<file path="config.mk">
export PLATFORM = sky130hd
export DESIGN_NAME = atrsp_out_reg
export DESIGN_NICKNAME = d
export VERILOG_FILES = /design/src/rtl/atrsp_pkg.sv /design/src/rtl/atrsp_out_reg.sv
export SDC_FILE = /design/constraint.sdc
export NUM_CORES = 1
export LEC_CHECK = 0
export BUFFER_PORTS_ARGS = -buffer_cell sky130_fd_sc_hd__clkbuf_2
export CAP_MARGIN = 40
export CELL_PAD_IN_SITES_DETAIL_PLACEMENT = 0
export CELL_PAD_IN_SITES_GLOBAL_PLACEMENT = 1
export CORE_MARGIN = 10
export CORE_UTILIZATION = 27
export CTS_CLUSTER_SIZE = 24
export DETAILED_ROUTE_END_ITERATION = 8
export HOLD_SLACK_MARGIN = 0.15
export PLACE_DENSITY_LB_ADDON = 0.1
export SYNTH_ARGS = -nofsm -noshare
export SYNTH_HDL_FRONTEND = slang
export SYNTH_SLANG_ARGS = --single-unit
</file>
<file path="constraint.sdc">
create_clock -name clk -period 1.2 [get_ports clk]
set_clock_uncertainty 0.1 [all_clocks]
set_input_delay 0.12 -clock clk [delete_from_list [all_inputs] [get_ports clk]]
set_output_delay 0.12 -clock clk [all_outputs]
set_load 0.005 [all_outputs]
</file>
<file path="src/rtl/atrsp_pkg.sv">
// ----------------------------------------------------------------------------
// atrsp_pkg
// Shared types, character codes, mode and event codes for the AT response
// stream parser.
// ----------------------------------------------------------------------------
`default_nettype none

package atrsp_pkg;

  // line position wraps at this count
  localparam int LINE_LIMIT = 128;
  localparam int LINE_IDX_W = $clog2(LINE_LIMIT);
  // one extra bit so the line length itself fits
  localparam int LINE_LEN_W = LINE_IDX_W + 1;

  localparam int HIST_DEPTH = 7;
  localparam int CNT_W      = 16;

  typedef logic [7:0]            byte_t;
  typedef logic [1:0]            kind_t;
  typedef logic [1:0]            mode_t;
  typedef logic [CNT_W-1:0]      cnt_t;
  typedef logic [LINE_IDX_W-1:0] line_idx_t;

  // parser modes
  localparam mode_t MODE_NORMAL  = 2'd0;
  localparam mode_t MODE_LENGTH  = 2'd1;
  localparam mode_t MODE_PAYLOAD = 2'd2;

  // result kinds
  localparam kind_t EV_OK    = 2'd0;
  localparam kind_t EV_ERROR = 2'd1;
  localparam kind_t EV_DATA  = 2'd2;

  // characters
  localparam byte_t CH_CR    = 8'h0D;
  localparam byte_t CH_LF    = 8'h0A;
  localparam byte_t CH_O     = 8'h4F;
  localparam byte_t CH_K     = 8'h4B;
  localparam byte_t CH_E     = 8'h45;
  localparam byte_t CH_R     = 8'h52;
  localparam byte_t CH_PLUS  = 8'h2B;
  localparam byte_t CH_I     = 8'h49;
  localparam byte_t CH_P     = 8'h50;
  localparam byte_t CH_D     = 8'h44;
  localparam byte_t CH_COMMA = 8'h2C;
  localparam byte_t CH_COLON = 8'h3A;
  localparam byte_t CH_ZERO  = 8'h30;

  // minimum line index for each pattern to lie inside the current line
  localparam line_idx_t OK_MIN_IDX  = LINE_IDX_W'(3);
  localparam line_idx_t ERR_MIN_IDX = LINE_IDX_W'(6);
  localparam line_idx_t IPD_MIN_IDX = LINE_IDX_W'(4);

  typedef struct packed {
    kind_t event_kind;
    byte_t payload_byte;
    logic  payload_last;
    byte_t response_length;
  } result_t;

endpackage

`default_nettype wire

</file>
<file path="src/rtl/atrsp_out_reg.sv">
// ----------------------------------------------------------------------------
// atrsp_out_reg
// Result register: holds one result beat until the sink takes it.
// ----------------------------------------------------------------------------
`default_nettype none

module atrsp_out_reg import atrsp_pkg::*; (
  input  wire     clk,
  input  wire     rst_n,
  input  wire     load,
  input  wire     load_valid,
  input  result_t load_data,
  output logic    free,
  output logic    out_valid,
  input  wire     out_ready,
  output result_t out_data
);

  logic    vld_r;
  result_t data_r;

  assign free      = !vld_r || out_ready;
  assign out_valid = vld_r;
  assign out_data  = data_r;

  always_ff @(posedge clk) begin
    if (!rst_n) begin
      vld_r <= 1'b0;
    end else if (free) begin
      vld_r <= load && load_valid;
    end
  end

  always_ff @(posedge clk) begin
    if (free && load) begin
      data_r <= load_data;
    end
  end

endmodule

`default_nettype wire

</file>
# After elaboration in Yosys (flattened, before gate mapping)
# Cells that the tools add are included.
# word_totals
reg_bits	20
latchBits	0
ramBits	0
romBits	0
inputBits	24
output_inout_bits	21
word_cells	9
n_memories	0
# op_classes
addsub	0
n_mul	0
div_mod_pow	0
order_cmp	0
n_eq_ne	0
shift	0
mux	0
bitwise	0
reduce_logical	4
# op_table
op	n
logical AND 1 bit	2
zero test 1 bit	1
logical OR 1 bit	1

# Depth between registers and ports, before layout
# depth
word_depth	3
depth_mapped	2
ltp_nobuf	2

# Least setup slack after synthesis
# OpenSTA, ideal clock, no wires.
# synth_path
path_kind	reg-to-reg
startpoint	register vld_r, in the netlist out_valid
endpoint	register data_r (netlist bit out_data[0]) (enable)
setup_time_ps	318
t_arrival_ps	665
required_time_ps	782
setup_slack_ps	118
stages_incl_launch_ff	3
path_buffers	0
period_less_slack_ps	1082
cell_sequence	dfxtp_1 -> nand2b_4 -> and2_4
# synth_via
elab_chain_cells	3
# synth_lines
element	line_no	rtl
from (decl)	atrsp_out_reg.sv:19	logic vld_r;
from (signal assigned)	atrsp_out_reg.sv:30	vld_r <= load && load_valid;
zero test 1 bit	atrsp_out_reg.sv:22	assign free = !vld_r || out_ready;
logical OR 1 bit	atrsp_out_reg.sv:22	
net free	atrsp_out_reg.sv:13	output logic free,
logical AND 1 bit	atrsp_out_reg.sv:35	if (free && load) begin
to (signal assigned)	atrsp_out_reg.sv:36	data_r <= load_data;
to (decl)	atrsp_out_reg.sv:20	result_t data_r;
# The timed path passes the listed nets, and every way through them passes these cells.
# A chain may end at the register's enable or synchronous reset.

# Worst setup path after layout
# layout_path
startpoint	input port load
endpoint	register data_r (netlist bit out_data[14]) (enable)
# layout_via
elab_chain_cells	1
# layout_lines
element	line_no	rtl
from (decl)	atrsp_out_reg.sv:10	input wire load,
logical AND 1 bit	atrsp_out_reg.sv:35	
# Every way passes these cells.

==> results.sh <==
export IMPL_cts_buffer_depth=2
export IMPL_wl_um=1700
export IMPL_syn_avg_cell_area_um2=26.2
export IMPL_core_um2=2210
export IMPL_grt_pass1_wl_um=2600
export IMPL_slew_viol_final=0
export IMPL_r2r_end="out_data[14]$_DFFE_PP_"
export IMPL_netlist_instances=24
export IMPL_vdd_ir_drop_max_mv=0.607
export IMPL_crit_type="input pin to flop"
export IMPL_ys_flop_type="edfxtp_1"
export IMPL_p_per_area_nw_per_um2=1150
export IMPL_die_height_um=68.2
export IMPL_finalWorstSetupSlack_ns=0.0476
export IMPL_first_iter_violations=4
export IMPL_routed_via_density=3.84
export IMPL_syn_nets=48
export IMPL_timing_slew_headroom_pct=83.7
export IMPL_grtUsageTotal_pct=7.64
export IMPL_vias=468
export IMPL_clock_sinks=20
export IMPL_maxCapViolCount=0
export IMPL_rsz0062_at_grt="false"
export IMPL_ios=45
export IMPL_hold_start="out_ready"
export IMPL_tightest_slew_ns=0.245
export IMPL_min_delay_path_depth=3
export IMPL_r2r_setup_slack_ns=0.07
export IMPL_die_area_um2=4660
export IMPL_drc=0
export IMPL_setup_tns_ns=0
export IMPL_leakagePower_uw=0.000499
export IMPL_yosys_area_top_type="edfxtp_1"
export IMPL_netlist_area_um2=628
export IMPL_cts_max_level=1
export IMPL_drive_gt1_share_pct=53.2
export IMPL_ys_top_cells_by_area="edfxtp_1, dfxtp_1, nand2b_4, a21boi_2, and2_4"
export IMPL_fin_crit_ns=1.15
export IMPL_crit_fanout=19
export IMPL_worstPathArrival_ns=1.03
export IMPL_synth_edff_count=19
export IMPL_yosysMostFrequentCell="edfxtp_1"
export IMPL_ant_nets=0
export IMPL_startpoint_type="input pin"
export IMPL_clk_pin_slew_ns=0.10
export IMPL_cp_data_required_time_ns=1.08
export IMPL_portBuffers=44
export IMPL_cts_hold_buffers=22
export IMPL_cts_buffers=3
export IMPL_grt_max_degree=20
export IMPL_clkLatencyLatePin_ns=0.28
export IMPL_dp_slack_ns=0.0751
export IMPL_rows=17
export IMPL_synth_seq_cells=20
export IMPL_r2r_start="out_valid$_SDFFE_PN0P_"
export IMPL_worst_setup_path_end_kind="flop"
export IMPL_grt_pass1_vias=548
export IMPL_drtPass1Iterations=2
export IMPL_period_share_pct=96.0
export IMPL_final_net_count=119
export IMPL_hold_end="out_valid$_SDFFE_PN0P_"
export IMPL_hold_viol_final=0
export IMPL_r2r_cells=2
export IMPL_fillers=199
export IMPL_status="completed"
export IMPL_place_gp_congestion=0.644
export IMPL_synth_top_cell_area_share_pct=90.8
export IMPL_seq_area_frac_synth_pct=94.0
export IMPL_cts_resized=0
export IMPL_fmax_mhz=868
export IMPL_tritoncts="yes"
export IMPL_areaGrowthSynthToFinish_pct=79.9
export IMPL_hp_class="input pin to flop"
export IMPL_post_cts_repair_setup_buffers=0
export IMPL_wire_per_inst_um=14.0
export IMPL_async_reset_ff_share_pct=0
export IMPL_grt_overflow_total=0
export IMPL_die_w_um=68.2
export IMPL_antenna_found_initial=0
export IMPL_root_buffer="clkbuf_4"
export IMPL_start_util_pct=28.4
export IMPL_antennaDiodeCount=0
export IMPL_setup_viol=0
export IMPL_ys_warnings_count=0
export IMPL_synthDistinctLibCells=6
-- registers in the layout (all words and copies together), names as in the netlist --
| register | count |
|---|---|
| out_valid | 1 |
| out_data | 19 |
-- metrics by stage --
step / hold WS [ns] / utilization [%] / instances / instance area, µm² / power, µW
after floorplan: 0.119 / - / 24 / 628 / 864
after global placement: 0.200 / 39.9 / 96 / 883 / 947
after detailed placement: 0.199 / 39.9 / 96 / 883 / 948
after CTS: -0.00468 / 51.1 / 122 / 1130 / 1310
after global routing: 0.0102 / 51.1 / 122 / 1130 / 1360
final: 0.0142 / 51.1 / 122 / 1130 / 1300
-- worst max-delay path by stage --
stage	startpoint	end	slack, ns	cells past startpoint
6_report	load	out_data[14]$_DFFE_PP_	0.05	3
2_1_floorplan	out_valid$_SDFFE_PN0P_	out_data[0]$_DFFE_PP_	0.12	2
4_1_cts	load	out_data[14]$_DFFE_PP_	0.06	3
3_3_place_gp	out_valid$_SDFFE_PN0P_	out_data[18]$_DFFE_PP_	0.08	2
5_1_grt	load	out_data[14]$_DFFE_PP_	0.009	3
3_5_place_dp	out_valid$_SDFFE_PN0P_	out_data[16]$_DFFE_PP_	0.08	2
-- report_power, final --
group | leakage (µW) | switching [µW] | internal (µW)
registers | 0.000193 | 11.3 | 811
logic | 0.000291 | 58.4 | 104
clock network | 0.0000150 | 184 | 129
total | 0.000499 | 253 | 1040
-- metal layers --
| layer | GRT usage, % | routed length, µm | up-vias |
|---|---|---|---|
| li1 | - | - | 231 |
| met1 | 6.27 | 522 | 213 |
| met2 | 15.1 | 976 | 24 |
| met3 | 3.59 | 203 | 0 |
| met4 | 3.02 | 0 | 0 |
| met5 | 0 | 0 | - |
-- critical path, cell delays in order --
cell and delay (ns):
dlygate4sd3_1 0.52, clkbuf_2 0.10, and2_4 0.29
-- cells by family after synthesis --
group	count (synthesis)	share of synthesized area [%]
compound gates	1	1.79
flops	20	94.0
simple gates	3	4.18
-- area by class of cell --
class                      count  area [µm²]  area share [%]
clock buffer                   4        26.3            2.33
multi-input combinational      4        37.5            3.32
sequential                    20         591            52.3
tap                           28        35.0            3.10
timing repair buffer          66         440            39.0
-- cell usage in the layout (no fill, tap or decap) --
| cell type | instances |
|---|---|
| dlygate4sd3_1 | 22 |
| nand2b_4 | 1 |
| nand2_1 | 1 |
| and2_4 | 1 |
| a21boi_2 | 1 |
| edfxtp_1 | 19 |
| clkbuf_4 | 3 |
| dfxtp_1 | 1 |
| clkbuf_1 | 1 |
| clkbuf_2 | 44 |
Power figures use the tool's default switching activity.
