==> config.mk <==
export PLATFORM = sky130hd
export DESIGN_NAME = atrsp_parser
export DESIGN_NICKNAME = d
export VERILOG_FILES = /design/src/rtl/atrsp_pkg.sv /design/src/rtl/atrsp_parser.sv
export SDC_FILE = /design/constraint.sdc
export NUM_CORES = 1
export LEC_CHECK = 0
export BUFFER_PORTS_ARGS = -buffer_cell sky130_fd_sc_hd__buf_2
export CORE_MARGIN = 8
export CORE_UTILIZATION = 60
export DETAILED_ROUTE_END_ITERATION = 10
export GPL_ROUTABILITY_DRIVEN = 0
export PLACE_DENSITY = 0.79
export SLEW_MARGIN = 20
export SYNTH_ARGS = -nofsm -noshare
export SYNTH_HDL_FRONTEND = slang
export SYNTH_SLANG_ARGS = --single-unit
==> constraint.sdc <==
create_clock -name clk -period 4.62 [get_ports clk]
set_clock_uncertainty 0.05 [all_clocks]
set_input_delay 0.924 -clock clk [delete_from_list [all_inputs] [get_ports clk]]
set_output_delay 0.924 -clock clk [all_outputs]
set_load 0.005 [all_outputs]
==> src/rtl/atrsp_pkg.sv <==
// ----------------------------------------------------------------------------
// atrsp_pkg
// Shared types, character codes, mode and event codes for the AT response
// stream parser.
// ----------------------------------------------------------------------------
`default_nettype none

package atrsp_pkg;

  // line position wraps at this count
  localparam int LINE_LIMIT = 128;
  localparam int LINE_IDX_W = $clog2(LINE_LIMIT);
  // one extra bit so the line length itself fits
  localparam int LINE_LEN_W = LINE_IDX_W + 1;

  localparam int HIST_DEPTH = 7;
  localparam int CNT_W      = 16;

  typedef logic [7:0]            byte_t;
  typedef logic [1:0]            kind_t;
  typedef logic [1:0]            mode_t;
  typedef logic [CNT_W-1:0]      cnt_t;
  typedef logic [LINE_IDX_W-1:0] line_idx_t;

  // parser modes
  localparam mode_t MODE_NORMAL  = 2'd0;
  localparam mode_t MODE_LENGTH  = 2'd1;
  localparam mode_t MODE_PAYLOAD = 2'd2;

  // result kinds
  localparam kind_t EV_OK    = 2'd0;
  localparam kind_t EV_ERROR = 2'd1;
  localparam kind_t EV_DATA  = 2'd2;

  // characters
  localparam byte_t CH_CR    = 8'h0D;
  localparam byte_t CH_LF    = 8'h0A;
  localparam byte_t CH_O     = 8'h4F;
  localparam byte_t CH_K     = 8'h4B;
  localparam byte_t CH_E     = 8'h45;
  localparam byte_t CH_R     = 8'h52;
  localparam byte_t CH_PLUS  = 8'h2B;
  localparam byte_t CH_I     = 8'h49;
  localparam byte_t CH_P     = 8'h50;
  localparam byte_t CH_D     = 8'h44;
  localparam byte_t CH_COMMA = 8'h2C;
  localparam byte_t CH_COLON = 8'h3A;
  localparam byte_t CH_ZERO  = 8'h30;

  // minimum line index for each pattern to lie inside the current line
  localparam line_idx_t OK_MIN_IDX  = LINE_IDX_W'(3);
  localparam line_idx_t ERR_MIN_IDX = LINE_IDX_W'(6);
  localparam line_idx_t IPD_MIN_IDX = LINE_IDX_W'(4);

  typedef struct packed {
    kind_t event_kind;
    byte_t payload_byte;
    logic  payload_last;
    byte_t response_length;
  } result_t;

endpackage

`default_nettype wire

==> src/rtl/atrsp_parser.sv <==
// ----------------------------------------------------------------------------
// atrsp_parser
// Parser state and single-pass next-state logic for one byte.
// ----------------------------------------------------------------------------
`default_nettype none

module atrsp_parser import atrsp_pkg::*; (
  input  wire     clk,
  input  wire     rst_n,
  input  wire     step,
  input  byte_t   b,
  output logic    res_valid,
  output result_t res
);

  mode_t     mode_r, mode_nxt;
  line_idx_t idx_r, idx_nxt;
  byte_t     hist_r   [HIST_DEPTH];
  byte_t     hist_nxt [HIST_DEPTH];
  cnt_t      acc_r, acc_nxt;
  cnt_t      left_r, left_nxt;

  logic [LINE_LEN_W-1:0] line_len;
  line_idx_t             idx_inc;
  cnt_t                  left_dec;
  logic                  crlf, ok_m, err_m, ipd_m;

  // line length counts the current byte; index wraps at the limit
  assign line_len = LINE_LEN_W'(idx_r) + LINE_LEN_W'(1);
  assign idx_inc  = (line_len >= LINE_LEN_W'(LINE_LIMIT)) ? '0
                                                          : line_len[LINE_IDX_W-1:0];
  assign left_dec = left_r - cnt_t'(1);

  // history before the shift: hist_r[0] is the previous byte
  assign crlf  = (idx_r != '0) && (hist_r[0] == CH_CR) && (b == CH_LF);
  assign ok_m  = (hist_r[1] == CH_K) && (hist_r[2] == CH_O) && (idx_r >= OK_MIN_IDX);
  assign err_m = (hist_r[1] == CH_R) && (hist_r[2] == CH_O) && (hist_r[3] == CH_R)
              && (hist_r[4] == CH_R) && (hist_r[5] == CH_E) && (idx_r >= ERR_MIN_IDX);
  assign ipd_m = (b == CH_COMMA) && (hist_r[0] == CH_D) && (hist_r[1] == CH_P)
              && (hist_r[2] == CH_I) && (hist_r[3] == CH_PLUS) && (idx_r >= IPD_MIN_IDX);

  always_comb begin
    mode_nxt  = mode_r;
    idx_nxt   = idx_r;
    acc_nxt   = acc_r;
    left_nxt  = left_r;
    hist_nxt  = hist_r;
    res_valid = 1'b0;
    res       = '0;

    unique case (mode_r)
      MODE_LENGTH: begin
        if (b == CH_COLON) begin
          left_nxt = acc_r;
          acc_nxt  = '0;
          mode_nxt = (acc_r != '0) ? MODE_PAYLOAD : MODE_NORMAL;
        end else begin
          // acc * 10 + digit, no digit check, wraps at 16 bits
          acc_nxt = (acc_r << 3) + (acc_r << 1) + cnt_t'(b) - cnt_t'(CH_ZERO);
        end
      end
      MODE_PAYLOAD: begin
        left_nxt             = left_dec;
        res_valid            = 1'b1;
        res.event_kind       = EV_DATA;
        res.payload_byte     = b;
        res.payload_last     = (left_dec == '0);
        if (left_dec == '0) begin
          mode_nxt = MODE_NORMAL;
        end
      end
      default: begin
        // normal line mode, unused code too
        mode_nxt    = MODE_NORMAL;
        hist_nxt[0] = b;
        for (int k = 1; k < HIST_DEPTH; k++) begin
          hist_nxt[k] = hist_r[k-1];
        end
        idx_nxt = idx_inc;
        if (crlf && (ok_m || err_m)) begin
          res_valid           = 1'b1;
          res.event_kind      = ok_m ? EV_OK : EV_ERROR;
          res.response_length = 8'(line_len);
          idx_nxt             = '0;
        end else if (ipd_m) begin
          mode_nxt = MODE_LENGTH;
          acc_nxt  = '0;
          idx_nxt  = '0;
        end
      end
    endcase
  end

  always_ff @(posedge clk) begin
    if (!rst_n) begin
      mode_r <= MODE_NORMAL;
      idx_r  <= '0;
      acc_r  <= '0;
      left_r <= '0;
      for (int k = 0; k < HIST_DEPTH; k++) begin
        hist_r[k] <= '0;
      end
    end else if (step) begin
      mode_r <= mode_nxt;
      idx_r  <= idx_nxt;
      acc_r  <= acc_nxt;
      left_r <= left_nxt;
      hist_r <= hist_nxt;
    end
  end

endmodule

`default_nettype wire

* After elaboration in Yosys (flattened, before gate mapping)
Cells that the tools add are included.
** Word-level totals
- Flip-flop bits (word level) :: 89
- Output and inout bits :: 20
- Word-level logic and storage cells :: 89
** Operators by class
- $add $sub $neg :: 5
- Order comparisons :: 4
- Equality and inequality tests :: 19
- Mux-type cells :: 23
- Bitwise gates (word level) :: 2
- Reduce and logical (&&, ||, !) cells :: 26
** Operators by type and width (count)
- 8-bit by 7-bit == test with 1-bit output (second input constant) :: 9
- 16-bit two-way mux :: 4
- 16-bit one-hot mux with 2 select lines :: 2
- 8-bit by 6-bit == test with 1-bit output (second input constant) :: 3
- 7-bit two-way mux :: 3
- 16-bit adder :: 1
- 16-bit by 8-bit adder with 16-bit output :: 1
- 8-bit by 4-bit == test with 1-bit output (second input constant) :: 2
- 16-bit logical NOT :: 1
- 8-bit two-way mux :: 2
- 16-bit nonzero test :: 1
- 16-bit by 1-bit subtractor with 16-bit output (second input constant) :: 1
- 16-bit by 6-bit subtractor with 16-bit output (second input constant) :: 1
- 1-bit logical AND :: 15
- 7-bit by 3-bit >= comparator with 1-bit output (second input constant) :: 2
- 9-bit two-way mux :: 1
- 7-bit by 1-bit adder with 8-bit output (second input constant) :: 1
- 8-bit >= comparator (second input constant) :: 1
- 2-bit one-hot mux with 2 select lines :: 2
- 7-bit by 2-bit >= comparator with 1-bit output (second input constant) :: 1
- 7-bit nonzero test :: 1
- 2-bit two-way mux :: 3
- 3-bit AND reduction :: 2
- 1-bit two-way mux :: 5
- 11 further kinds :: 14

* Logic depth before layout (Yosys ltp)
- Depth in word-level cells :: 10
- Depth in mapped cells :: 13
- Depth with buffers taken out :: 13

* Worst setup path before layout
No wires, ideal clock.
- Path type :: input to register
- Start :: input port b[3]
- End :: register acc_r[14]
- Arrival :: 3515 ps
- Data required time :: 4511 ps
- Setup slack :: 996 ps
- Cell stages on the path :: 11
- Path buffers :: 0
- Cell sequence :: inv_1 fa_1 inv_1 fa_1 ha_1 a21o_1 a211o_1 a2111o_1 a31o_2 o22a_1 nand2_1
** Between the ends
- Word-level cells in the longest chain between the ends :: 8
** RTL lines
- from (decl) :: RTL line atrsp_parser.sv:11 : input byte_t b,
- parallel branches: the longest is 8 deep, another holds 16-bit by 8-bit adder with 16-bit output
- to (signal assigned) :: RTL line atrsp_parser.sv:106 : acc_r <= acc_nxt;
- to (decl) :: RTL line atrsp_parser.sv:20 : cnt_t acc_r, acc_nxt;
Parallel ways; which one is timed is not known.
A chain may end at the register's enable or synchronous reset.

==> run_results.csv <==
group,metric,value,unit
worst_setup_path,start_kind,"input pin",
final_layout,antenna_cells,0,
floorplan,start_util,0.6054,
floorplan,ios,31,
global_routing,antenna_found_initial,0,
final_layout,fin_cells,868,
synthesis,ys_warn_count,0,
worst_setup_path,cp.arrival,2780,ps
run,maxCapViolations,0,
global_routing,grt_use_total,0.2228,
worst_setup_path,slowest_stage,"nor4_1",
worst_setup_path,path_class,"in -> out",
timing,grt_setup_unrepaired,"false",
clocking,cts.sink_count,89,
synthesis,synth_area_per_cell,8.056,µm²
route,route.detailed.drc,0,
final_layout,syn_to_final_growth,7.066,%
worst_setup_path,slowest_delay,480,ps
route,final_antenna_net_count,0,
synthesis,syn-num-nets,779,
clocking,clockBufferDepth,2,
floorplan,dieWidth,114.4,µm
final_layout,drive_gt1_frac,0.1088,
floorplan,core.rowCount,36,
synthesis,synth_top_area_share,0.3068,
timing,drv_slew,0,
route,wl_per_cell,16.28,µm
global_routing,grt_pass1_vias,4967,
clocking,ctsRootBufferMaster,"clkbuf_8",
place,placed_cells,852,
synthesis,synthArstFlopShare,0,
clocking,cts_hold_buf,0,
worst_setup_path,critPathMostFrequentCell,"buf_2",
timing,fin_crit,3753,ps
worst_setup_path,path_cells,"buf_2 -> nor4_1 -> nand4_1 -> a21oi_1 -> o21a_1 -> nand2_1 -> nor2_1 -> buf_2",
route,via_count,5240,
worst_setup_path,setup.worst_path.end_class,"primary output",
synthesis,synth.distinct_cells,67,
global_routing,grt.overflow.total,0,
clocking,post_cts_resized,0,
synthesis,synth-edff-count,0,
floorplan,die_h,114.4,µm
synthesis,synthCells,721,
place,place_ws,721.1,ps
synthesis,synth_top_area_cell,"dfxtp_1",
route,via_per_inst,6.037,
timing,max_freq,266.5,MHz
synthesis,synth_seq_area_share,0.3068,
timing,fin_tns_setup,0,ps
global_routing,grt_start_max_net_pins,55,
pwr,p_leak,2.445,nW
timing,setup_viol,0,
route,drtIter0Drc,376,
route,wl,14140,µm
place,port_buffers,30,
final_layout,final_cell_mix,"nand2_1, dfxtp_1, inv_1",
pwr,vdd_drop_max,0.1786,mV
final_layout,final_nets,788,
floorplan,die_area,0.01308,mm²
pwr,powerDensity,229.0,mW/mm²
floorplan,core_area,0.009594,mm²
clocking,cts_buffers,9,
final_layout,mostFrequentLayoutCell,"nand2_1",
timing,worstMarginPinSlew,879.0,ps
synthesis,yosys-top-cells-area,"dfxtp_1, ha_1, nand2_1",
timing,max_slew_margin,0.4127,
global_routing,grt_first_pass_wirelength,23700,µm
timing,layout_setup_ws,867.4,ps
worst_setup_path,crit_required,3650,ps
synthesis,synth_area,0.005808,mm²
clocking,cts.reportedPaths.clkPinSlew,100,ps
route,first_pass_iters,5,
worst_setup_path,path_max_fanout,9,
clocking,cts_tree,"built",
clocking,worstSkewPairLatency,360,ps
run_status,status,"finished clean",
clocking,postCtsSetupBuffers,0,
final_layout,final_core_util,0.6481,
synthesis,synth_seq_cells,89,
timing,min_period_over_period,0.8122,
hold_path,hp-class,"reg -> reg",
timing,hold_viol_final,0,
clocking,htreeDepth,3,
place,hpwl,10370,µm
synthesis,ys.flop_type,"dfxtp_1",
## critical path, delay by kind of cell
family | cells | cell delay, ps
AO/OA/AOI/OAI | 2 | 520
buffers and inverters | 2 | 250
AND/OR/NAND/NOR | 4 | 1090
## synth_stat cells (4+ instances only)
| master | count |
|---|---|
| mux2i_1 | 4 |
| inv_1 | 57 |
| o221a_2 | 7 |
| o211ai_1 | 4 |
| nand4b_1 | 12 |
| nor2_1 | 41 |
| nand2_1 | 122 |
| ha_1 | 41 |
| nand3_1 | 15 |
| fa_1 | 6 |
| and3_1 | 8 |
| and2_1 | 12 |
| a31oi_1 | 10 |
| nor3b_1 | 8 |
| nor3_1 | 7 |
| a211oi_1 | 7 |
| nor4b_1 | 7 |
| o21ai_0 | 16 |
| xnor2_1 | 12 |
| clkbuf_1 | 30 |
| o21a_1 | 11 |
| dfxtp_1 | 89 |
| a21oi_1 | 23 |
| a21boi_0 | 54 |
| a22oi_1 | 5 |
| nor2b_1 | 11 |
| buf_1 | 5 |
| a32oi_1 | 5 |
| nand4_1 | 9 |
| a31o_2 | 7 |
| nor4_1 | 11 |
| or4_1 | 4 |
## area by class of cell
type	count	area [µm²]
timing repair buffer	37	202.7
clock inverter	7	68.82
tap	133	166.4
sequential	89	1782
fill	859	3376
clock buffer	9	123.9
multi-input combinational	535	3657
inverter	58	217.7
## metrics by stage
| stage | instance area [µm²] | power (mW) | hold slack [ps] |
|---|---|---|---|
| finish | 6218 | 1.424 | 416.1 |
| floorplan | 5808 | 0.8815 | 388.3 |
| CTS | 6212 | 1.434 | 421.9 |
| global placement | 6020 | 0.9094 | 401.2 |
| detailed placement | 6020 | 0.9141 | 407.0 |
| global route | 6218 | 1.484 | 438.9 |
## final timing paths
kind	endpoint	start	cells past startpoint	slack, ps
max reg2reg	acc_r[11]$_SDFFE_PN0P_	acc_r[2]$_SDFFE_PN0P_	13	1180
max	res[4]	b[7]	8	870
min reg2reg	hist_r[10]$_SDFFE_PN0P_	hist_r[10]$_SDFFE_PN0P_	2	420
min	hist_r[10]$_SDFFE_PN0P_	hist_r[10]$_SDFFE_PN0P_	2	420
## state kept, by name (all words and copies together) (netlist names)
| name | flops |
|---|---|
| acc_r | 16 |
| mode_r | 2 |
| left_r | 16 |
| idx_r | 7 |
| hist_r | 48 |
## logic make-up (layout without fill, tap and decap cells)
logic type                 Yosys count  count (layout)  share of synthesized area
AOI/OAI and AO/OA                  177             177                     0.2208
xor gates and xnor gates            15              15                    0.02262
adders and majority gates           47              47                     0.1090
buffers and inverters               97             111                    0.06463
DFF                                 89              89                     0.3068
muxes                                4               4                   0.006894
and+or+nand+nor                    292             292                     0.2693
## metal layers
layer | vias to the layer above | global-route usage | wire length [µm]
li1 | 2579 | - | -
met1 | 2507 | 0.2695 | 6229
met2 | 130 | 0.3842 | 6982
met3 | 24 | 0.03376 | 613
met4 | 0 | 0.09228 | 309
met5 | - | 0 | 0
## power breakdown
part           total, mW  internal (mW)  switching [mW]  leakage [nW]
clock              0.526          0.213           0.313         0.100
combinational      0.113         0.0427          0.0699          1.63
sequential         0.786          0.776          0.0101         0.719
total               1.42           1.03           0.393          2.44
Note: power is estimated with default switching activity, not from simulation.
