**config.mk**
```make
export PLATFORM = sky130hd
export DESIGN_NAME = atrsp_in_reg
export DESIGN_NICKNAME = d
export VERILOG_FILES = /design/src/rtl/atrsp_pkg.sv /design/src/rtl/atrsp_in_reg.sv
export SDC_FILE = /design/constraint.sdc
export NUM_CORES = 1
export LEC_CHECK = 0
export BUFFER_PORTS_ARGS = -buffer_cell sky130_fd_sc_hd__clkbuf_2
export CAP_MARGIN = 25
export CORE_AREA = 3 3 40 42
export CTS_BUF_LIST = sky130_fd_sc_hd__clkbuf_16
export CTS_CLUSTER_SIZE = 25
export DETAILED_ROUTE_END_ITERATION = 8
export DIE_AREA = 0 0 43 45
export MAX_ROUTING_LAYER = met4
export SYNTH_ARGS = -nofsm -noshare
export SYNTH_HDL_FRONTEND = slang
export SYNTH_SLANG_ARGS = --single-unit
```
**constraint.sdc**
```tcl
create_clock -name clk -period 0.8 [get_ports clk]
set_input_delay 0.08 -clock clk [delete_from_list [all_inputs] [get_ports clk]]
set_output_delay 0.08 -clock clk [all_outputs]
set_load 0.01 [all_outputs]
```
**src/rtl/atrsp_pkg.sv**
```systemverilog
// ----------------------------------------------------------------------------
// atrsp_pkg
// Shared types, character codes, mode and event codes for the AT response
// stream parser.
// ----------------------------------------------------------------------------
`default_nettype none

package atrsp_pkg;

  // line position wraps at this count
  localparam int LINE_LIMIT = 128;
  localparam int LINE_IDX_W = $clog2(LINE_LIMIT);
  // one extra bit so the line length itself fits
  localparam int LINE_LEN_W = LINE_IDX_W + 1;

  localparam int HIST_DEPTH = 7;
  localparam int CNT_W      = 16;

  typedef logic [7:0]            byte_t;
  typedef logic [1:0]            kind_t;
  typedef logic [1:0]            mode_t;
  typedef logic [CNT_W-1:0]      cnt_t;
  typedef logic [LINE_IDX_W-1:0] line_idx_t;

  // parser modes
  localparam mode_t MODE_NORMAL  = 2'd0;
  localparam mode_t MODE_LENGTH  = 2'd1;
  localparam mode_t MODE_PAYLOAD = 2'd2;

  // result kinds
  localparam kind_t EV_OK    = 2'd0;
  localparam kind_t EV_ERROR = 2'd1;
  localparam kind_t EV_DATA  = 2'd2;

  // characters
  localparam byte_t CH_CR    = 8'h0D;
  localparam byte_t CH_LF    = 8'h0A;
  localparam byte_t CH_O     = 8'h4F;
  localparam byte_t CH_K     = 8'h4B;
  localparam byte_t CH_E     = 8'h45;
  localparam byte_t CH_R     = 8'h52;
  localparam byte_t CH_PLUS  = 8'h2B;
  localparam byte_t CH_I     = 8'h49;
  localparam byte_t CH_P     = 8'h50;
  localparam byte_t CH_D     = 8'h44;
  localparam byte_t CH_COMMA = 8'h2C;
  localparam byte_t CH_COLON = 8'h3A;
  localparam byte_t CH_ZERO  = 8'h30;

  // minimum line index for each pattern to lie inside the current line
  localparam line_idx_t OK_MIN_IDX  = LINE_IDX_W'(3);
  localparam line_idx_t ERR_MIN_IDX = LINE_IDX_W'(6);
  localparam line_idx_t IPD_MIN_IDX = LINE_IDX_W'(4);

  typedef struct packed {
    kind_t event_kind;
    byte_t payload_byte;
    logic  payload_last;
    byte_t response_length;
  } result_t;

endpackage

`default_nettype wire

```
**src/rtl/atrsp_in_reg.sv**
```systemverilog
// ----------------------------------------------------------------------------
// atrsp_in_reg
// Input register stage: holds one received byte until the parser takes it.
// ----------------------------------------------------------------------------
`default_nettype none

module atrsp_in_reg import atrsp_pkg::*; (
  input  wire   clk,
  input  wire   rst_n,
  input  wire   in_valid,
  input  byte_t in_byte,
  output logic  in_ready,
  input  wire   take,
  output logic  held_valid,
  output byte_t held_byte
);

  logic  vld_r;
  byte_t byte_r;

  // stage can load when empty or being drained this cycle
  assign in_ready   = !vld_r || take;
  assign held_valid = vld_r;
  assign held_byte  = byte_r;

  always_ff @(posedge clk) begin
    if (!rst_n) begin
      vld_r <= 1'b0;
    end else if (in_ready) begin
      vld_r <= in_valid;
    end
  end

  always_ff @(posedge clk) begin
    if (in_ready) begin
      byte_r <= in_byte;
    end
  end

endmodule

`default_nettype wire

```
* Yosys cells after proc, flatten, opt, wreduce, memory -nomap -nowiden
Index checks and enable logic that the tools add are counted.
Storage, ports and cells: register bits 9, output and inout port bits 10
Operators by class: reductions and logical operators 2
Operator list (number):
- 1-bit zero test | 1
- 1-bit logical OR | 1

* Longest topological paths before layout
Gate-level depths: netlist (run 1).
depth in word-level cells 2, gate-level depth with buffers 2

* Worst setup path after synthesis (run 1)
Ideal clock, no wire load.
kind reg-to-reg, from reg vld_r (netlist: held_valid), to reg byte_r[0] (netlist: held_byte[0]), enable pin, path slack 0.001 ns, arrival 0.490 ns, stages on the path, launching flop included 2, setup time 0.309 ns, path buffers 0, period minus slack after synthesis 0.799 ns, path through dfxtp_1 -> nand2b_4
Between the ends: cells in the longest elaborated chain, start to end 2
Ends and longest elaborated chain:
- start, declared | line atrsp_in_reg.sv:18 | logic vld_r;
- start signal, assigned | line atrsp_in_reg.sv:30 | vld_r <= in_valid;
- 1-bit zero test | line atrsp_in_reg.sv:22 | assign in_ready = !vld_r || take;
- 1-bit logical OR | line atrsp_in_reg.sv:22
- named net in_ready | line atrsp_in_reg.sv:12 | output logic in_ready,
- end signal, assigned | line atrsp_in_reg.sv:36 | byte_r <= in_byte;
- end, declared | line atrsp_in_reg.sv:19 | byte_t byte_r;
The timed path passes the listed nets, and every way through them passes these cells. A chain may end at the register's enable or synchronous reset.

* Worst setup path in the final report (run 1)
from reg vld_r (netlist: held_valid), to reg byte_r[0] (netlist: held_byte[0]), enable pin
Between the ends: cells in the longest elaborated chain, start to end 2
Ends and longest elaborated chain (line):
- 1-bit zero test | atrsp_in_reg.sv:22
- 1-bit logical OR | atrsp_in_reg.sv:22
No other way between the ends.

==> out/results.tsv, run 1 <==
metric	value	unit
critical_path.cell_chain	nand2b_4 -> buf_4	
holdPathEnd	held_byte[4]$_DFFE_PP_	
core-area	1280	um2
dr_total_vias	211	
power_density	2930	nW/um2
worst_ep_arrival_time	0.78	ns
drv_slew	0	
ys_warn_count	0	
ys_types	5	
grt_pass1_wl	972	um
status	finished with violations	
drive_gt1_frac	0.744	
setup_violations	11	
worst-r2r-setup-slack	-0.04	ns
fin_util	0.400	
routabilityCongestion	0.639	
viasPerCell	3.91	
skew	0.00117	ns
ys_seq_elements	9	
yosysSeqAreaShare	0.900	
worstPathRequired	0.74	ns
die-height	45	um
grt_pass1_vias	221	
antenna_left	0	
track_usage	0.0812	
cts.sinks	9	
maxCapViolCount	0	
ios	22	
root_buffer	clkbuf_16	
synth_top_family_by_area	simple AND/OR/NAND/NOR gates	
cp-end-kind	flip-flop	
fin_cells	54	
synth_compound_area_frac	0.0390	
fin_crit	0.836	ns
avgRoutedWirePerCell	10.6	um
slowest_stage	dfxtp_2	
syn_to_final_growth	77.9	%
antenna_found_initial	0	
cts.htree.levels	1	
cts_inserted_buffers	3	
fin_ws	-0.0363	ns
drc	0	
rr_startpoint	held_valid$_SDFFE_PN0P_	
rows	13	
power	0.00151	W
synth_xor_area_frac	0	
place.port_buffers	21	
grt_max_degree	7	
p_leak	0.248	nW
clk_pin_slew	0.04	ns
hold_buffers	0	
die_w	43	um
relSlewSlack	0.950	
critPathMaxStageDelay	0.33	ns
insertion_delay	0.23	ns
dieArea	1940	um2
synthCells	12	
worst_pin_slew	0.0753	ns
critPathKind	reg2reg	
min_path_cells	1	
drt_iter0_markers	1	
placed_cells	48	
hold_viol_final	0	
synth.avg_cell_area	24.1	um2
r2r_end	held_byte[0]$_DFFE_PP_	
ir_worst_vdd	1.21	mV
gr-total-overflow	0	
cp-start-kind	flip-flop	
yosys.area_share.simple	0.0476	
fin_setup_tns	-0.278	ns
cts_tree	done	
hp-start	in_byte[4]	
period_share	1.05	
fmax	1.20	GHz
synthAdderAreaFrac	0	
dr.pass1.iters	3	
synth.mux.area_fraction	0	
reg2reg_depth	2	
syn-num-nets	24	
cp_max_fo	6	
routed_wl	572	um
cts.path.max_buffers	2	
syn_area	289	um2
violations	negative setup slack	
antennaDiodeCount	0	
hp-class	in2reg	
rsz0062_at_grt	true	
layout.nets	52	
start_util	0.225	
[cell type report]
| class | instances | area (um2) |
|---|---|---|
| Multi-Input combinational cell | 2 | 25.0 |
| Tap cell | 15 | 18.8 |
| Inverter | 1 | 3.75 |
| Clock inverter | 1 | 3.75 |
| Clock buffer | 3 | 75.1 |
| Timing Repair Buffer | 23 | 126 |
| Fill cell | 125 | 771 |
| Sequential cell | 9 | 262 |
[repair_timing]
action	4_1_cts	5_1_grt
resized for setup	1	3
buffers inserted	2	0
endpoints found under the setup margin	7	18
pin swaps	0	0
[placed cells by master (no fill, tap or decap)]
master	netlist	final
a21boi_2	1	1
buf_2	0	1
buf_4	0	2
buf_6	0	1
clkbuf_16	0	3
clkbuf_2	0	19
dfxtp_2	0	1
edfxtp_1	8	8
inv_1	1	2
nand2b_4	1	1
[metal layers]
metal	vias to the layer above	GRT usage	wire, um
met3	4	0.0558	106
met4	0	0.0904	21
li1	99	-	-
met5	-	-	0
met2	21	0.0958	219
met1	87	0.0810	224
[cell families (layout without fill, tap and decap cells)]
family	count (synthesis)	in the layout
buffers and inverters	1	28
AND/OR/NAND/NOR	1	1
AO/OA/AOI/OAI	1	1
flip-flops	9	9
[cells in the mapped netlist]
library cell	instances	area share
nand2b_4	1	0.048
inv_1	1	0.013
a21boi_2	1	0.039
dfxtp_1	1	0.069
edfxtp_1	8	0.83
[worst max path at each step]
stage / from / end / slack [ns] / cells after the start
detailed placement: held_valid$_SDFFE_PN0P_ / held_byte[2]$_DFFE_PP_ / 0.02 / 1
finish: held_valid$_SDFFE_PN0P_ / held_byte[0]$_DFFE_PP_ / -0.04 / 2
global placement: held_valid$_SDFFE_PN0P_ / held_byte[1]$_DFFE_PP_ / 0.04 / 1
floorplan: held_valid$_SDFFE_PN0P_ / held_byte[0]$_DFFE_PP_ / 0.0009 / 1
global route: held_valid$_SDFFE_PN0P_ / in_ready / -0.06 / 2
CTS: held_valid$_SDFFE_PN0P_ / in_ready / -0.04 / 2
[where the power goes]
group | switching [W] | internal, W
Clock | 0.000194 | 0.000651
Combinational | 0.0000458 | 0.0000549
Sequential | 0.0000104 | 0.000550
[flip-flops by register name (all words and copies together), names as in the netlist]
register / count
held_byte: 8
held_valid: 1
[through the flow]
| stage | area [um2] | setup WS (ns) | hold slack (ns) |
|---|---|---|---|
| global route | 514 | -0.0594 | 0.0233 |
| floorplan | 289 | 0.000915 | 0.179 |
| CTS | 508 | -0.0423 | 0.0207 |
| global placement | 413 | 0.0423 | 0.260 |
| finish | 514 | -0.0363 | 0.0239 |
| detailed placement | 413 | 0.0184 | 0.259 |
[critical path: cells and delay by family, from the launching register on]
kind / cells / cell delay, ns
flops: 1 / 0.33
buf+inv: 1 / 0.15
simple gates: 1 / 0.07
Note: power is estimated with default switching activity, not from simulation.
==> run 2: changes to the inputs <==
--- a/config.mk
+++ b/config.mk
@@ -5,10 +5,10 @@
 export SDC_FILE = /design/constraint.sdc
 export NUM_CORES = 1
 export LEC_CHECK = 0
+export ABC_AREA = 1
 export BUFFER_PORTS_ARGS = -buffer_cell sky130_fd_sc_hd__clkbuf_2
 export CAP_MARGIN = 25
 export CORE_AREA = 3 3 40 42
-export CTS_BUF_LIST = sky130_fd_sc_hd__clkbuf_16
 export CTS_CLUSTER_SIZE = 25
 export DETAILED_ROUTE_END_ITERATION = 8
 export DIE_AREA = 0 0 43 45
==> out/results.tsv, run 2 <==
metric	value	unit	change
p_sw	0.000222	W	-11%
final_common_cell	clkbuf_2		
avgRoutedWirePerCell	11.2	um	+6.0%
insertion_delay	0.26	ns	+0.03 ns
rsz0062_at_grt	true		
critical_path.cell_chain	nand2_4 -> buf_6		
relSlewSlack	0.930		-0.0197
drive_gt1_frac	0.596		-0.148
ys.flop_type	edfxtp_1		
critPathTopFamily	flip-flops		
antenna_found_initial	0		unchanged
hp-start	in_byte[6]		
worstPathRequired	0.72	ns	-0.02 ns
routabilityCongestion	0.650		+1.7%
combPwrFrac	0.127		+0.060
synthCells	14		+2
setup_violations	18		+7
viasPerCell	3.73		-4.6%
slowest_stage	dfxtp_2		
fin_crit	0.858	ns	+0.0221 ns
grt_use_met3	0.0279		-0.0279
dieArea	1940	um2	unchanged
synth_edf_count	8		unchanged
start_util	0.223		-0.00195
power_density	1940	nW/um2	-34%
critPathKind	reg2out		
yosysSeqAreaShare	0.908		+0.00786
ys_seq_elements	9		unchanged
rows	13		unchanged
skew	0.00528	ns	+0.00411 ns
holdPathEnd	held_byte[6]$_DFFE_PP_		
cts_tree	done		
r2r_end	held_byte[6]$_DFFE_PP_		
largest_reg_flops	8		unchanged
drv_slew	0		unchanged
root_buffer	clkbuf_4		
gr-total-overflow	0		unchanged
clkPwrFrac	0.334		-0.227
power_frac_seq	0.539		+0.167
worst_pin_slew	0.105	ns	+0.0299 ns
cp_max_fo	2		-4
hp-class	in2reg		
antennaDiodeCount	0		unchanged
cts_inserted_buffers	3		unchanged
cts.path.max_buffers	2		unchanged
min_path_cells	1		unchanged
clk_pin_slew	0.06	ns	+0.02 ns
worst-r2r-setup-slack	-0.02	ns	+0.02 ns
yosysTopAreaCell	edfxtp_1		
fmax	1.16	GHz	-2.6%
syn-num-nets	26		+8.3%
antenna_left	0		unchanged
drc	0		unchanged
netlist_top_cells_area	edfxtp_1 84%, dfxtp_1 7.0%, inv_1 3.9%		
grt_pass1_wl	986	um	+1.4%
crit_buf_inv	1		unchanged
cts.sinks	9		unchanged
worst-path-stages	2		unchanged
hold_viol_final	0		unchanged
grt_use_met2	0.105		+0.00898
dr_total_vias	231		+9.5%
ys_types	5		unchanged
dr.pass1.iters	2		-1
layout.nets	60		+15%
cp-start-kind	flip-flop		
ir_worst_vdd	0.710	mV	-41%
rr_startpoint	held_valid$_SDFFE_PN0P_		
cp-end-kind	output pin		
ios	22		unchanged
place_ws	0.0318	ns	+0.0134 ns
fin_ws	-0.0584	ns	-0.0221 ns
core-area	1280	um2	unchanged
grt_pass1_vias	220		-0.45%
drt_iter0_markers	2		+1
cts.htree.levels	1		unchanged
synth_top_area_frac	0.838		+0.00726
yosysMostFrequentCell	edfxtp_1		
die_w	43	um	unchanged
grt_use_met1	0.0882		+0.00715
routed_wl	696	um	+22%
switching_share	0.214		+0.0478
fillers	136		+8.8%
p_leak	0.259	nW	+4.3%
fin_util	0.416		+0.0156
syn_area	287	um2	-0.87%
worst_ep_arrival_time	0.78	ns	about the same
place.port_buffers	21		unchanged
maxCapViolCount	0		unchanged
power	0.00104	W	-31%
grt.busiest_layer	met2		
critPathMaxStageDelay	0.35	ns	+0.02 ns
final_cell_mix	19 x clkbuf_2, 8 x edfxtp_1, 7 x dlygate4sd3_1		
intPower	0.000814	W	-35%
track_usage	0.0801		-0.00101
die-height	45	um	unchanged
ys_warn_count	0		unchanged
reg2reg_depth	2		unchanged
async_flop_share	0		unchanged
synth.avg_cell_area	20.5	um2	-15%
violations	negative setup slack		
status	finished with violations		
synthTopCellsByCount	8 x edfxtp_1, 3 x inv_1, 1 x a21oi_2, 1 x dfxtp_1, 1 x nand2_2		
syn_to_final_growth	86.5	%	
period_share	1.07		+0.0277
grt_max_degree	10		+3
run 2: layout make-up:
class	count	area [um2]	area share
Tap cell	15	18.8	0.0351
Clock buffer	4	26.3	0.0492
Timing Repair Buffer	29	196	0.368
Multi-Input combinational cell	2	20.0	0.0375
Inverter	3	11.3	0.0211
Sequential cell	9	262	0.489
run 2: stage by stage:
step                instances  TNS (ns)  instance area, um2  hold WS (ns)
floorplan                  14         0                 292         0.179
global placement           50         0                 415         0.262
detailed placement         50         0                 415         0.259
CTS                        62    -0.580                 524      0.000748
global route               62    -0.867                 534       0.00206
finish                     62    -0.480                 534        0.0113
run 2: cell families (layout without fill, tap and decap cells):
kind of cell,Yosys count,in the layout,share of synthesized area
compound gates,1,1,0.0306
flops,9,9,0.908
buf+inv,3,36,0.0393
simple gates,1,1,0.0218
run 2: worst max path at each step:
| stage | slack, ns | to | from |
|---|---|---|---|
| floorplan | 0.006 | held_byte[0]$_DFFE_PP_ | held_valid$_SDFFE_PN0P_ |
| global placement | 0.05 | held_byte[4]$_DFFE_PP_ | held_valid$_SDFFE_PN0P_ |
| detailed placement | 0.03 | held_byte[6]$_DFFE_PP_ | held_valid$_SDFFE_PN0P_ |
| CTS | -0.06 | held_byte[0] | held_byte[0]$_DFFE_PP_ |
| global route | -0.09 | held_byte[1] | held_byte[1]$_DFFE_PP_ |
| finish | -0.06 | in_ready | held_valid$_SDFFE_PN0P_ |
run 2: power by group through the flow:
stage,Clock [W],Sequential [W],Combinational [W]
finish,0.000346,0.000558,0.000132
CTS,0.000360,0.000559,0.000127
global placement,0,0.000568,0.0000938
detailed placement,0,0.000568,0.0000951
floorplan,0,0.000585,0.0000168
global route,0.000373,0.000562,0.000142
run 2: what timing repair did:
action	4_1_cts	5_1_grt
buffers inserted	1	0
hold buffers	7	0
resized for setup	2	4
pin swaps	1	0
endpoints found under the hold margin	7	0
setup endpoints to repair	10	18
run 2: per-layer routing:
metal,vias up,share of wire
met3,0,0.15
li1,113,-
met2,21,0.43
met4,0,0
met1,97,0.43
met5,-,0
==> run 3: changes to the inputs <==
==> constraint.sdc (replaced) <==
create_clock -name clk -period 1.1 [get_ports clk]
set_input_delay 0.11 -clock clk [delete_from_list [all_inputs] [get_ports clk]]
set_output_delay 0.11 -clock clk [all_outputs]
set_load 0.01 [all_outputs]
==> out/results.tsv, run 3 (synthesis gave the netlist of run 2 again) <==
metric	value	unit	change
status	finished clean		
grt_pass1_vias	211		-4.1%
dr_total_vias	209		-9.5%
critPathKind	reg2out		
critical_path.cell_chain	nand2_4 -> clkbuf_2		
ir_worst_vdd	0.718	mV	+1.0%
dr.pass1.iters	4		+2
fin_setup_tns	0	ns	+0.480 ns
drt_iter0_markers	4		+2
maxCapViolCount	0		unchanged
routabilityCongestion	0.689		+6.0%
start_util	0.223		unchanged
cts_tree	done		
place_area	410	um2	-1.2%
p_leak	0.219	nW	-15%
fin_ws	0.0906	ns	+0.149 ns
cp-end-kind	output pin		
setup_violations	0		-18
viasPerCell	3.87		+3.9%
insertion_delay	0.26	ns	about the same
drive_gt1_frac	0.667		+0.0709
die-height	45	um	unchanged
cts.sinks	9		unchanged
period_share	0.918		
crit_buf_inv	1		unchanged
skew	0.00402	ns	-0.00126 ns
cp-start-kind	flip-flop		
syn_to_final_growth	54.1	%	
root_buffer	clkbuf_4		
antenna_left	0		unchanged
cts.htree.levels	1		unchanged
final_cell_mix	21 x clkbuf_2, 8 x edfxtp_1, 3 x inv_1, 3 x clkbuf_4		
antenna_found_initial	0		unchanged
rows	13		unchanged
place_ws	0.266	ns	+0.234 ns
hp-start	in_byte[5]		
worstPathRequired	0.99	ns	+0.27 ns
relSlewSlack	0.901		-0.0284
drc	0		unchanged
largest_reg_flops	8		unchanged
stdcell_area	442	um2	-17%
final_common_cell	clkbuf_2		
grt_pass1_wl	924	um	-6.3%
cp-startpoint	held_valid$_SDFFE_PN0P_		
clk_pin_slew	0.06	ns	about the same
drv_slew	0		unchanged
power_density	1630	nW/um2	-16%
cp_max_fo	10		+8
critPathTopFamily	flip-flops		
worst_pin_slew	0.148	ns	+0.0425 ns
routed_wl	571	um	-18%
dieArea	1940	um2	unchanged
cts.path.max_buffers	2		unchanged
ios	22		unchanged
layout.nets	52		-13%
fillers	123		-9.6%
rr_startpoint	held_valid$_SDFFE_PN0P_		
hp-class	in2reg		
fmax	0.991	GHz	
antennaDiodeCount	0		unchanged
gr-total-overflow	0		unchanged
rsz0062_at_grt	false		
place.port_buffers	21		unchanged
track_usage	0.0740		-0.00610
worst_ep_arrival_time	0.90	ns	+0.12 ns
cts_inserted_buffers	3		unchanged
core-area	1280	um2	unchanged
die_w	43	um	unchanged
grt_max_degree	11		+1
avgRoutedWirePerCell	10.6	um	-5.8%
hold_viol_final	0		unchanged
critPathMaxStageDelay	0.37	ns	+0.02 ns
fin_crit	1.01	ns	
slowest_stage	dfxtp_1		
## run 3: metal layers
| layer | wire length (um) | up-vias | GRT usage |
|---|---|---|---|
| met2 | 174 | 26 | 0.0749 |
| met4 | 0 | 0 | 0.0361 |
| li1 | - | 98 | - |
| met1 | 249 | 85 | 0.0907 |
| met3 | 146 | 0 | 0.0717 |
| met5 | 0 | - | - |
## run 3: final cells by class
cell class | count | area (um2) | area share
multi-input cells | 2 | 20.0 | 0.0453
flip-flops and latches | 9 | 260 | 0.589
repair buffers | 21 | 105 | 0.238
inverters | 3 | 11.3 | 0.0255
well taps | 15 | 18.8 | 0.0425
clock buffers | 4 | 26.3 | 0.0595
## run 3: worst paths after layout
check | cells past startpoint | end | slack [ns]
worst min-delay path | 1 | held_byte[5]$_DFFE_PP_ | 0.02
worst max-delay path | 2 | in_ready | 0.09
worst min register to register | 2 | held_valid$_SDFFE_PN0P_ | 0.58
worst max register to register | 1 | held_byte[7]$_DFFE_PP_ | 0.32
## run 3: what timing repair did
action                                  in CTS  in global routing
hold buffers                                 0                  0
endpoints found under the setup margin       0                  1
buffers inserted                             0                  0
gates resized for setup                      0                  1
## run 3: stage by stage
stage | hold WS [ns] | utilization | total power (W) | cells
detailed placement | 0.289 | 0.319 | 0.000479 | 50
finish | 0.0250 | 0.344 | 0.000720 | 54
global route | 0.00985 | 0.344 | 0.000758 | 54
CTS | 0.0121 | 0.340 | 0.000736 | 54
global placement | 0.289 | 0.319 | 0.000478 | 50
floorplan | 0.209 | - | 0.000435 | 14
## run 3: where the power goes
part	internal (W)	switching [W]	leakage (nW)	total [W]
combinational	0.0000323	0.0000350	0.113	0.0000672
clock	0.000139	0.000108	0.0150	0.000247
sequential	0.000398	0.00000780	0.0913	0.000405
total	0.000569	0.000150	0.219	0.000720
